## config.mk

```make
export PLATFORM = sky130hd
export DESIGN_NAME = modbus_rtu_request_framer_flat
export DESIGN_NICKNAME = d
export VERILOG_FILES = /design/src/sv/mrf_pkg.sv /design/src/sv/mrf_ifs.sv /design/src/sv/mrf_front.sv /design/src/sv/mrf_queue.sv /design/src/sv/mrf_back.sv /design/src/sv/modbus_rtu_request_framer.sv /design/src/flat_wrapper.sv
export SDC_FILE = /design/constraint.sdc
export NUM_CORES = 1
export LEC_CHECK = 0
export ABC_AREA = 1
export BUFFER_PORTS_ARGS = -buffer_cell sky130_fd_sc_hd__buf_2
export CORE_ASPECT_RATIO = 2
export CORE_MARGIN = 2
export CORE_UTILIZATION = 60
export CTS_CLUSTER_SIZE = 20
export DETAILED_ROUTE_END_ITERATION = 10
export HOLD_SLACK_MARGIN = 0.05
export PLACE_DENSITY_LB_ADDON = 0.08
export SETUP_SLACK_MARGIN = 0.05
export SLEW_MARGIN = 20
export SYNTH_ARGS = -nofsm -noshare
export SYNTH_HDL_FRONTEND = slang
export SYNTH_HIERARCHICAL = 1
export SYNTH_SLANG_ARGS = --single-unit
```

## constraint.sdc

```tcl
create_clock -name clk -period 5.3 [get_ports clk]
set_input_delay 1.06 -clock clk [delete_from_list [all_inputs] [get_ports clk]]
set_output_delay 1.06 -clock clk [all_outputs]
set_load 0.05 [all_outputs]
```

## src/sv/mrf_pkg.sv

```systemverilog
`default_nettype none

package mrf_pkg;

	// Clamp on the payload byte count of a write-multiple frame
	localparam int unsigned MAX_DATA_BYTES_DEF = 246;

	// Depth of the command queue between front and back
	localparam int unsigned QUEUE_DEPTH = 2;

	// Configuration port
	localparam int unsigned CFG_IDX_W  = 2;
	localparam int unsigned CFG_DATA_W = 8;

	localparam logic [7:0] BIT_READ_CODE_RST     = 8'd1;
	localparam logic [7:0] WRITE_SINGLE_CODE_RST = 8'd6;
	localparam logic [7:0] WRITE_MULTI_CODE_RST  = 8'd16;

	// CRC-16/MODBUS
	localparam logic [15:0] CRC_INIT = 16'hFFFF;
	localparam logic [15:0] CRC_POLY = 16'hA001;

	typedef enum logic [2:0] {
		REQ_READ        = 3'd0,
		REQ_READ_BITS   = 3'd1,
		REQ_WRITE_ONE   = 3'd2,
		REQ_WRITE_MULTI = 3'd3,
		REQ_PAYLOAD     = 3'd4
	} req_kind_t;

	typedef enum logic [1:0] {
		CFG_BIT_READ     = 2'd0,
		CFG_WRITE_SINGLE = 2'd1,
		CFG_WRITE_MULTI  = 2'd2
	} cfg_idx_t;

	// One queued piece of work for the back end: data bytes, then optionally the CRC
	typedef struct packed {
		logic [7:0][7:0] data;
		logic [2:0]      n_data;
		logic            add_crc;
		logic            fresh;
	} frame_cmd_t;

	// One byte through the reflected CRC
	function automatic logic [15:0] crc_next(input logic [15:0] crc, input logic [7:0] b);
		logic [15:0] c;
		c = crc ^ {8'h00, b};
		for (int k = 0; k < 8; k++) begin
			c = c[0] ? ((c >> 1) ^ CRC_POLY) : (c >> 1);
		end
		return c;
	endfunction

endpackage

`default_nettype wire

```

## src/sv/mrf_ifs.sv

```systemverilog
`default_nettype none

// Request channel
interface mrf_req_if;
	logic        valid;
	logic        ready;
	logic [2:0]  req_type;
	logic [7:0]  slave_addr;
	logic [7:0]  func_code;
	logic [15:0] reg_addr;
	logic [15:0] count_or_value;
	logic [7:0]  data_byte;

	modport source (
		output valid, req_type, slave_addr, func_code, reg_addr, count_or_value, data_byte,
		input  ready
	);
	modport sink (
		input  valid, req_type, slave_addr, func_code, reg_addr, count_or_value, data_byte,
		output ready
	);
endinterface

// Byte stream channel
interface mrf_byte_if;
	logic       valid;
	logic       ready;
	logic [7:0] out_byte;
	logic       last;

	modport source (
		output valid, out_byte, last,
		input  ready
	);
	modport sink (
		input  valid, out_byte, last,
		output ready
	);
endinterface

`default_nettype wire

```

## src/sv/mrf_front.sv

```systemverilog
`default_nettype none

module mrf_front #(
	parameter int unsigned MAX_DATA_BYTES = mrf_pkg::MAX_DATA_BYTES_DEF
) (
	input  wire logic                              clk,
	input  wire logic                              arst_n,
	mrf_req_if.sink                                req,
	input  wire logic                              cfg_we,
	input  wire logic [mrf_pkg::CFG_IDX_W-1:0]     cfg_index,
	input  wire logic [mrf_pkg::CFG_DATA_W-1:0]    cfg_data,
	output mrf_pkg::frame_cmd_t                    cmd,
	output logic                                   push,
	input  wire logic                              full
);
	import mrf_pkg::*;

	logic [7:0] bit_read_code_q;
	logic [7:0] write_single_code_q;
	logic [7:0] write_multi_code_q;
	logic [7:0] bytes_left_q;
	logic       in_payload_q;

	logic       acc;
	logic       produce;
	logic [7:0] code;
	logic [7:0] cnt;

	assign req.ready = !full;
	assign acc       = req.valid && req.ready;
	assign push      = acc && produce;

	// Clamped payload byte count
	assign cnt = (req.count_or_value > 16'(MAX_DATA_BYTES)) ? 8'(MAX_DATA_BYTES)
		: req.count_or_value[7:0];

	// Function code of a plain request
	always_comb begin
		case (req.req_type)
			REQ_READ:      code = req.func_code;
			REQ_READ_BITS: code = bit_read_code_q;
			default:       code = write_single_code_q;
		endcase
	end

	// Classify the item and build the command
	always_comb begin
		cmd     = '0;
		produce = 1'b0;
		case (req.req_type)
			REQ_READ, REQ_READ_BITS, REQ_WRITE_ONE: begin
				produce      = 1'b1;
				cmd.data[0]  = req.slave_addr;
				cmd.data[1]  = code;
				cmd.data[2]  = req.reg_addr[15:8];
				cmd.data[3]  = req.reg_addr[7:0];
				cmd.data[4]  = req.count_or_value[15:8];
				cmd.data[5]  = req.count_or_value[7:0];
				cmd.n_data   = 3'd6;
				cmd.add_crc  = 1'b1;
				cmd.fresh    = 1'b1;
			end
			REQ_WRITE_MULTI: begin
				produce      = 1'b1;
				cmd.data[0]  = req.slave_addr;
				cmd.data[1]  = write_multi_code_q;
				cmd.data[2]  = req.reg_addr[15:8];
				cmd.data[3]  = req.reg_addr[7:0];
				cmd.data[4]  = 8'h00;
				cmd.data[5]  = {1'b0, cnt[7:1]};
				cmd.data[6]  = cnt;
				cmd.n_data   = 3'd7;
				cmd.add_crc  = (cnt == 8'd0);
				cmd.fresh    = 1'b1;
			end
			REQ_PAYLOAD: begin
				produce      = in_payload_q;
				cmd.data[0]  = req.data_byte;
				cmd.n_data   = 3'd1;
				cmd.add_crc  = (bytes_left_q == 8'd1);
				cmd.fresh    = 1'b0;
			end
			default: ;
		endcase
	end

	// Open frame tracking
	always_ff @(posedge clk or negedge arst_n) begin
		if (!arst_n) begin
			bytes_left_q <= '0;
			in_payload_q <= 1'b0;
		end else if (acc) begin
			case (req.req_type)
				REQ_READ, REQ_READ_BITS, REQ_WRITE_ONE: begin
					bytes_left_q <= '0;
					in_payload_q <= 1'b0;
				end
				REQ_WRITE_MULTI: begin
					bytes_left_q <= cnt;
					in_payload_q <= (cnt != 8'd0);
				end
				REQ_PAYLOAD: begin
					if (in_payload_q) begin
						bytes_left_q <= bytes_left_q - 8'd1;
						if (bytes_left_q == 8'd1) begin
							in_payload_q <= 1'b0;
						end
					end
				end
				default: ;
			endcase
		end
	end

	// Configuration registers
	always_ff @(posedge clk or negedge arst_n) begin
		if (!arst_n) begin
			bit_read_code_q     <= BIT_READ_CODE_RST;
			write_single_code_q <= WRITE_SINGLE_CODE_RST;
			write_multi_code_q  <= WRITE_MULTI_CODE_RST;
		end else if (cfg_we) begin
			case (cfg_index)
				CFG_BIT_READ:     bit_read_code_q     <= cfg_data;
				CFG_WRITE_SINGLE: write_single_code_q <= cfg_data;
				CFG_WRITE_MULTI:  write_multi_code_q  <= cfg_data;
				default: ;
			endcase
		end
	end

endmodule

`default_nettype wire

```

## src/sv/mrf_queue.sv

```systemverilog
`default_nettype none

module mrf_queue (
	input  wire logic                clk,
	input  wire logic                arst_n,
	input  wire logic                push,
	input  wire mrf_pkg::frame_cmd_t cmd_in,
	input  wire logic                pop,
	output mrf_pkg::frame_cmd_t      cmd_out,
	output logic                     empty,
	output logic                     full
);
	import mrf_pkg::*;

	localparam int unsigned PTR_W = (QUEUE_DEPTH > 1) ? $clog2(QUEUE_DEPTH) : 1;
	localparam int unsigned CNT_W = $clog2(QUEUE_DEPTH + 1);

	frame_cmd_t         entry_q [QUEUE_DEPTH];
	logic [PTR_W-1:0]   wr_ptr_q;
	logic [PTR_W-1:0]   rd_ptr_q;
	logic [CNT_W-1:0]   count_q;

	assign empty   = (count_q == '0);
	assign full    = (count_q == CNT_W'(QUEUE_DEPTH));
	assign cmd_out = entry_q[rd_ptr_q];

	function automatic logic [PTR_W-1:0] ptr_inc(input logic [PTR_W-1:0] p);
		return (p == PTR_W'(QUEUE_DEPTH - 1)) ? '0 : p + PTR_W'(1);
	endfunction

	// Storage
	always_ff @(posedge clk) begin
		if (push) begin
			entry_q[wr_ptr_q] <= cmd_in;
		end
	end

	// Pointers and fill level
	always_ff @(posedge clk or negedge arst_n) begin
		if (!arst_n) begin
			wr_ptr_q <= '0;
			rd_ptr_q <= '0;
			count_q  <= '0;
		end else begin
			if (push) begin
				wr_ptr_q <= ptr_inc(wr_ptr_q);
			end
			if (pop) begin
				rd_ptr_q <= ptr_inc(rd_ptr_q);
			end
			if (push && !pop) begin
				count_q <= count_q + CNT_W'(1);
			end else if (pop && !push) begin
				count_q <= count_q - CNT_W'(1);
			end
		end
	end

`ifndef SYNTHESIS
	a_no_overflow: assert property (@(posedge clk) disable iff (!arst_n)
		push |-> !full) else $error("queue written while full");
	a_no_underflow: assert property (@(posedge clk) disable iff (!arst_n)
		pop |-> !empty) else $error("queue read while empty");
	a_ptrs_empty: assert property (@(posedge clk) disable iff (!arst_n)
		empty |-> (wr_ptr_q == rd_ptr_q)) else $error("pointers disagree with fill level");
`endif

endmodule

`default_nettype wire

```

## src/sv/mrf_back.sv

```systemverilog
`default_nettype none

module mrf_back (
	input  wire logic                clk,
	input  wire logic                arst_n,
	input  wire mrf_pkg::frame_cmd_t head,
	input  wire logic                empty,
	output logic                     pop,
	mrf_byte_if.source               tx
);
	import mrf_pkg::*;

	logic [3:0]  idx_q;
	logic [15:0] crc_q;
	logic        out_valid_q;
	logic [7:0]  out_byte_q;
	logic        out_last_q;

	logic        adv;
	logic [3:0]  total;
	logic [15:0] crc_base;
	logic        is_data;
	logic        is_crc_lo;
	logic [7:0]  next_byte;
	logic        next_last;

	assign tx.valid    = out_valid_q;
	assign tx.out_byte = out_byte_q;
	assign tx.last     = out_last_q;

	// Step through the head command when the output register is free
	assign adv      = !empty && (!out_valid_q || tx.ready);
	assign total    = {1'b0, head.n_data} + (head.add_crc ? 4'd2 : 4'd0);
	assign pop      = adv && (idx_q == total - 4'd1);
	assign crc_base = (head.fresh && idx_q == 4'd0) ? CRC_INIT : crc_q;
	assign is_data  = (idx_q < {1'b0, head.n_data});
	assign is_crc_lo = (idx_q == {1'b0, head.n_data});

	// Byte selection: data, CRC low, CRC high
	always_comb begin
		if (is_data) begin
			next_byte = head.data[idx_q[2:0]];
			next_last = 1'b0;
		end else if (is_crc_lo) begin
			next_byte = crc_base[7:0];
			next_last = 1'b0;
		end else begin
			next_byte = crc_base[15:8];
			next_last = 1'b1;
		end
	end

	// Sequencer and running CRC
	always_ff @(posedge clk or negedge arst_n) begin
		if (!arst_n) begin
			idx_q <= '0;
			crc_q <= CRC_INIT;
		end else if (adv) begin
			idx_q <= pop ? 4'd0 : idx_q + 4'd1;
			if (is_data) begin
				crc_q <= crc_next(crc_base, next_byte);
			end else if (!is_crc_lo) begin
				crc_q <= CRC_INIT;
			end
		end
	end

	// Output register
	always_ff @(posedge clk or negedge arst_n) begin
		if (!arst_n) begin
			out_valid_q <= 1'b0;
		end else if (adv) begin
			out_valid_q <= 1'b1;
		end else if (tx.ready) begin
			out_valid_q <= 1'b0;
		end
	end

	always_ff @(posedge clk) begin
		if (adv) begin
			out_byte_q <= next_byte;
			out_last_q <= next_last;
		end
	end

`ifndef SYNTHESIS
	a_idx_in_cmd: assert property (@(posedge clk) disable iff (!arst_n)
		!empty |-> (idx_q < total)) else $error("sequencer ran past its command");
	a_idx_restart: assert property (@(posedge clk) disable iff (!arst_n)
		pop |=> (idx_q == 4'd0)) else $error("sequencer did not restart after a command");
	a_crc_reinit: assert property (@(posedge clk) disable iff (!arst_n)
		(adv && next_last) |=> (crc_q == CRC_INIT)) else $error("CRC not reset after frame");
`endif

endmodule

`default_nettype wire

```

## src/sv/modbus_rtu_request_framer.sv

```systemverilog
// Modbus RTU request framer.
// Channel req (valid/ready) takes one item per cycle until the queue fills:
// a whole request (read, read bits, write one, write-multiple header) or one payload byte.
// Channel tx (valid/ready) gives the frame bytes in wire order, CRC-16/MODBUS
// low byte first, with last set on the final CRC byte of each frame.
// The cfg port (cfg_we, cfg_index, cfg_data) sets the function codes used
// for bit reads, single writes and multiple writes; write it while idle.
// The first byte of an item passes through the command queue and then the
// output register before it is valid on tx.
// Throughput: the byte sequencer emits one byte per cycle while tx is ready.
// A read or write-one gives 8 bytes, a write-multiple header 7 (9 when its
// byte count is zero), a payload byte 1 (3 when it closes the frame). A
// two-entry command queue sits between the classifier and the sequencer, so
// payload items stream at one per cycle while tx is ready.
// Reset clears the queue, the open-frame state and the output register and
// restores the default function codes (1, 6, 16).
// When tx stalls the output register holds its byte, the queue fills and
// req.ready falls; nothing is lost.
`default_nettype none

module modbus_rtu_request_framer #(
	parameter int unsigned MAX_DATA_BYTES = mrf_pkg::MAX_DATA_BYTES_DEF
) (
	input  wire logic                              clk,
	input  wire logic                              arst_n,
	mrf_req_if.sink                                req,
	mrf_byte_if.source                             tx,
	input  wire logic                              cfg_we,
	input  wire logic [mrf_pkg::CFG_IDX_W-1:0]     cfg_index,
	input  wire logic [mrf_pkg::CFG_DATA_W-1:0]    cfg_data
);
	import mrf_pkg::*;

	frame_cmd_t cmd_in;
	frame_cmd_t cmd_head;
	logic       push;
	logic       pop;
	logic       empty;
	logic       full;

	mrf_front #(
		.MAX_DATA_BYTES (MAX_DATA_BYTES)
	) u_front (
		.clk       (clk),
		.arst_n    (arst_n),
		.req       (req),
		.cfg_we    (cfg_we),
		.cfg_index (cfg_index),
		.cfg_data  (cfg_data),
		.cmd       (cmd_in),
		.push      (push),
		.full      (full)
	);

	mrf_queue u_queue (
		.clk     (clk),
		.arst_n  (arst_n),
		.push    (push),
		.cmd_in  (cmd_in),
		.pop     (pop),
		.cmd_out (cmd_head),
		.empty   (empty),
		.full    (full)
	);

	mrf_back u_back (
		.clk    (clk),
		.arst_n (arst_n),
		.head   (cmd_head),
		.empty  (empty),
		.pop    (pop),
		.tx     (tx)
	);

endmodule

`default_nettype wire

```

## src/flat_wrapper.sv

```systemverilog
// flat-port wrapper written by rule: the top's interface ports become plain ports
module modbus_rtu_request_framer_flat import mrf_pkg::*;
#(
	parameter int unsigned MAX_DATA_BYTES = mrf_pkg::MAX_DATA_BYTES_DEF
)
  (clk, arst_n, cfg_we, cfg_index, cfg_data, req_valid, req_req_type, req_slave_addr, req_func_code, req_reg_addr, req_count_or_value, req_data_byte, req_ready, tx_valid, tx_out_byte, tx_last, tx_ready);
  mrf_req_if req_i ();
  mrf_byte_if tx_i ();
  input  wire logic clk;
  input  wire logic arst_n;
  input  wire logic cfg_we;
  input  wire logic [mrf_pkg::CFG_IDX_W-1:0] cfg_index;
  input  wire logic [mrf_pkg::CFG_DATA_W-1:0] cfg_data;
  input wire logic [$bits(req_i.valid)-1:0] req_valid;
  input wire logic [$bits(req_i.req_type)-1:0] req_req_type;
  input wire logic [$bits(req_i.slave_addr)-1:0] req_slave_addr;
  input wire logic [$bits(req_i.func_code)-1:0] req_func_code;
  input wire logic [$bits(req_i.reg_addr)-1:0] req_reg_addr;
  input wire logic [$bits(req_i.count_or_value)-1:0] req_count_or_value;
  input wire logic [$bits(req_i.data_byte)-1:0] req_data_byte;
  output wire logic [$bits(req_i.ready)-1:0] req_ready;
  output wire logic [$bits(tx_i.valid)-1:0] tx_valid;
  output wire logic [$bits(tx_i.out_byte)-1:0] tx_out_byte;
  output wire logic [$bits(tx_i.last)-1:0] tx_last;
  input wire logic [$bits(tx_i.ready)-1:0] tx_ready;
  assign req_i.valid = req_valid;
  assign req_i.req_type = req_req_type;
  assign req_i.slave_addr = req_slave_addr;
  assign req_i.func_code = req_func_code;
  assign req_i.reg_addr = req_reg_addr;
  assign req_i.count_or_value = req_count_or_value;
  assign req_i.data_byte = req_data_byte;
  assign req_ready = req_i.ready;
  assign tx_valid = tx_i.valid;
  assign tx_out_byte = tx_i.out_byte;
  assign tx_last = tx_i.last;
  assign tx_i.ready = tx_ready;
  modbus_rtu_request_framer #(.MAX_DATA_BYTES(MAX_DATA_BYTES)) u_core (.clk(clk), .arst_n(arst_n), .req(req_i), .tx(tx_i), .cfg_we(cfg_we), .cfg_index(cfg_index), .cfg_data(cfg_data));
endmodule
```

==> results.tsv <==
metric	value	unit
status	complete, no violations	
Die W	98.84	um
post-CTS sizing	0	
DR pass1 iterations	4	
r2r worst-path depth	16	
Setup Buffers After CTS	0	
Max Freq	263.7	MHz
worst r2r src	u_core/u_queue/rd_ptr_q$_DFFE_PN0P_	
CP max FO	34	
initial DRC count	372	
crit path kind	flip-flop to flip-flop	
Worst Path Arrival	4170	ps
Avg Cell Area, Syn	10.31	um2
most frequently used flop master after synthesis	edfxtp_1	
Synth area leaders	edfxtp_1 (41%), mux2_4 (9.6%), nand2_1 (9.0%), dfrtp_1 (8.8%), dfstp_2 (4.9%)	
filler instances	1405	
Final Slew Violations	0	
Longest Clk Path Bufs	3	
IO Port Bufs	84	
Mapped Area	10790	um2
cell with the most instances after synthesis	nand2_1	
Distinct cells, synth	45	
clk_lat worst skew	490	ps
Post-synth EDFFs	147	
gr usage total	0.2592	
yosys warns	6	
Leak	5.514	nW
hold crit path type	flip-flop to flip-flop	
Register Area	5894	um2
number of CTS-inserted buffers	20	
most frequent cells after synthesis	nand2_1 (258), edfxtp_1 (147), inv_1 (128)	
worst hold path startpoint	u_core/u_front/write_multi_code_q[2]$_DFFE_PN0P_	
layout net count	1211	
Critical path origin	u_core/u_queue/rd_ptr_q$_DFFE_PN0P_	
post-route ant nets	0	
sequential fraction of the synthesis area	0.5457	
CTS tree	built	
MaxCap Viol Count	0	
Setup crit end kind	flip-flop	
via count of the first global-routing pass	7540	
R2R Setup Slk	1510	ps
initial antenna violation count	0	
Placed Cells	1317	
post-synthesis register bit count	205	
wire length per cell	18.03	um
Worst Max-Slew Pin Slew	847.6	ps
layout cells sized above 1	0.2456	
Layout Area Growth over Synthesis	9.667	%
multi-input logic area	3969	um2
CTS clk-pin slew, worst paths	60	ps
top-area cell type share of the netlist area	0.4089	
die height	193.7	um
dominant cell type by area after synthesis	edfxtp_1	
io pins	85	
Worst IR Drop VDD	322.7	uV
Max Clock Skew	7.818	ps
endpoints failing hold	0	
Remaining DRCs	0	
first-pass GRT wire length	38470	um
FF-to-FF End	u_core/u_queue/count_q[1]$_DFFE_PN0P_	
Final TNS setup	0	ps
CTS H-tree lvls	1	
RSZ-0062 raised after global routing	no	
core area	17700	um2
final RePlAce weighted congestion	0.8639	
CTS sink cnt	205	
vias per cell	5.404	
Vias	7312	
Hold Buf Count CTS	0	
drt total wl	24400	um
ant diodes	0	
Final setup viols	0	
power density cells	585.0	nW/um2
Req. time, crit path	5680	ps
global route overflow	0	
DIE AREA	19140	um2
Min-Delay Path Depth	2	
row count	69	
WHS Endpoint	u_core/u_front/write_multi_code_q[2]$_DFFE_PN0P_	
FFs w/ async S/R, synth	0.2829	
Tcrit/Tclk final	0.7155	
Slew Limit Headroom	0.4349	
Root Driver	clkbuf_16	
Final min period	3792	ps
Setup crit start kind	flip-flop	
Initial Utilization	0.6099	
Final HPWL DP	17880	um
final non-filler cell total	1353	
Cells after Synth	1047	
largest net degree at the start of global routing	59	
-- worst max-delay path: stages, from the launching register on --
cell      delay, ps
dfrtp_4         830
mux2_4          350
inv_1            80
ha_1            220
inv_1            50
ha_1            160
fa_1            440
a221oi_1        280
inv_1            60
nor4_1          340
buf_4           240
inv_1            60
ha_1            300
inv_1            80
nand3_1          80
nand2_1          60
nand2_1          40
-- how the worst max path moves through the flow --
stage	end	slack (ps)	depth (start not counted)
6_report	u_core/u_queue/count_q[1]$_DFFE_PN0P_	1510	16
5_1_grt	u_core/u_queue/count_q[1]$_DFFE_PN0P_	1280	16
4_1_cts	u_core/u_queue/count_q[1]$_DFFE_PN0P_	1470	16
3_5_place_dp	u_core/u_queue/count_q[1]$_DFFE_PN0P_	1490	16
3_3_place_gp	u_core/u_queue/count_q[1]$_DFFE_PN0P_	1540	16
2_1_floorplan	u_core/u_queue/entry_q[0][0]$_DFFE_PP_	230	7
-- layer usage --
metal / share of wire / up-vias / GRT usage / wire length [um]
met5: 0 / - / 0 / 0
met2: 0.56 / 208 / 0.4975 / 13750
li1: - / 3602 / - / -
met4: 0.052 / 0 / 0.1273 / 1268
met1: 0.35 / 3425 / 0.2680 / 8512
met3: 0.035 / 77 / 0.03208 / 866
-- where the power goes --
part           leakage [nW]  total, W  switching [W]  internal (W)
clock network         0.318   0.00141       0.000581      0.000824
registers              2.05   0.00234       0.000209       0.00213
logic                  3.15   0.00318        0.00206       0.00112
total                  5.51   0.00692        0.00285       0.00407
-- layout by cell type (no fill, tap or decap), types with 2 or more instances in the layout --
cell and n:
nand4_1 4, xor2_1 3, buf_2 84, nor2_1 75, nand3_1 96, nand3_2 11, o31ai_1 2, a21oi_1 14
o211ai_1 2, clkbuf_16 22, ha_1 10, dfrtp_1 37, a22o_1 8, o21ai_0 43, nor2_2 4, clkinv_1 2
nand2_4 4, conb_1 8, clkinv_2 5, inv_1 127, nand2_1 258, o22ai_1 7, inv_4 2, nor2_4 4
mux2_4 69, o21ai_1 3, dfstp_2 20, inv_2 9, buf_4 9, clkbuf_1 5, nand4_2 2, o21ai_2 4
nand2_2 17, a21oi_2 5, xnor2_1 5, edfxtp_1 147
-- cells by family (layout without fill, tap and decap cells) --
family,after synthesis,in the layout,synth area share
and+or+nand+nor,478,478,0.1979
other,1,8,0.0003474
AOI/OAI and AO/OA,90,90,0.05042
buffers and inverters,185,271,0.08972
DFF,205,205,0.5457
muxes,69,69,0.09598
adders and majority gates,11,11,0.01345
xor gates and xnor gates,8,8,0.006492
-- cell type report --
cell class | count | area share
Multi-Input combinational cell | 664 | 0.3353
Tap cell | 213 | 0.02251
Sequential cell | 205 | 0.4979
Clock inverter | 7 | 0.005073
Clock buffer | 29 | 0.04989
Timing Repair Buffer | 94 | 0.04291
Inverter | 141 | 0.04640
-- state kept, by name, summed over array words and instances, names as in the netlist --
register	cells
u_core/u_front/write_single_code_q	8
u_core/u_back/crc_q	16
u_core/u_back/tx.out_byte	8
u_core/u_back/tx.last	1
u_core/u_front/bit_read_code_q	8
u_core/u_back/tx.valid	1
u_core/u_queue/entry_q	138
u_core/u_front/in_payload_q	1
u_core/u_back/idx_q	4
u_core/u_front/write_multi_code_q	8
u_core/u_front/bytes_left_q	8
u_core/u_queue/count_q	2
u_core/u_queue/rd_ptr_q	1
u_core/u_queue/wr_ptr_q	1
-- through the flow --
step	cell area (um2)	setup slack, ps	hold slack [ps]	utilization	total power, W
2_1_floorplan	10820	230.1	453.4	-	0.004880
3_3_place_gp	11190	1542	466.7	0.6321	0.005457
3_5_place_dp	11190	1494	473.4	0.6321	0.005516
4_1_cts	11840	1473	489.3	0.6689	0.006930
5_1_grt	11840	1278	505.9	0.6689	0.007364
6_report	11840	1508	483.8	0.6689	0.006924
(Power assumes the default switching activity.)
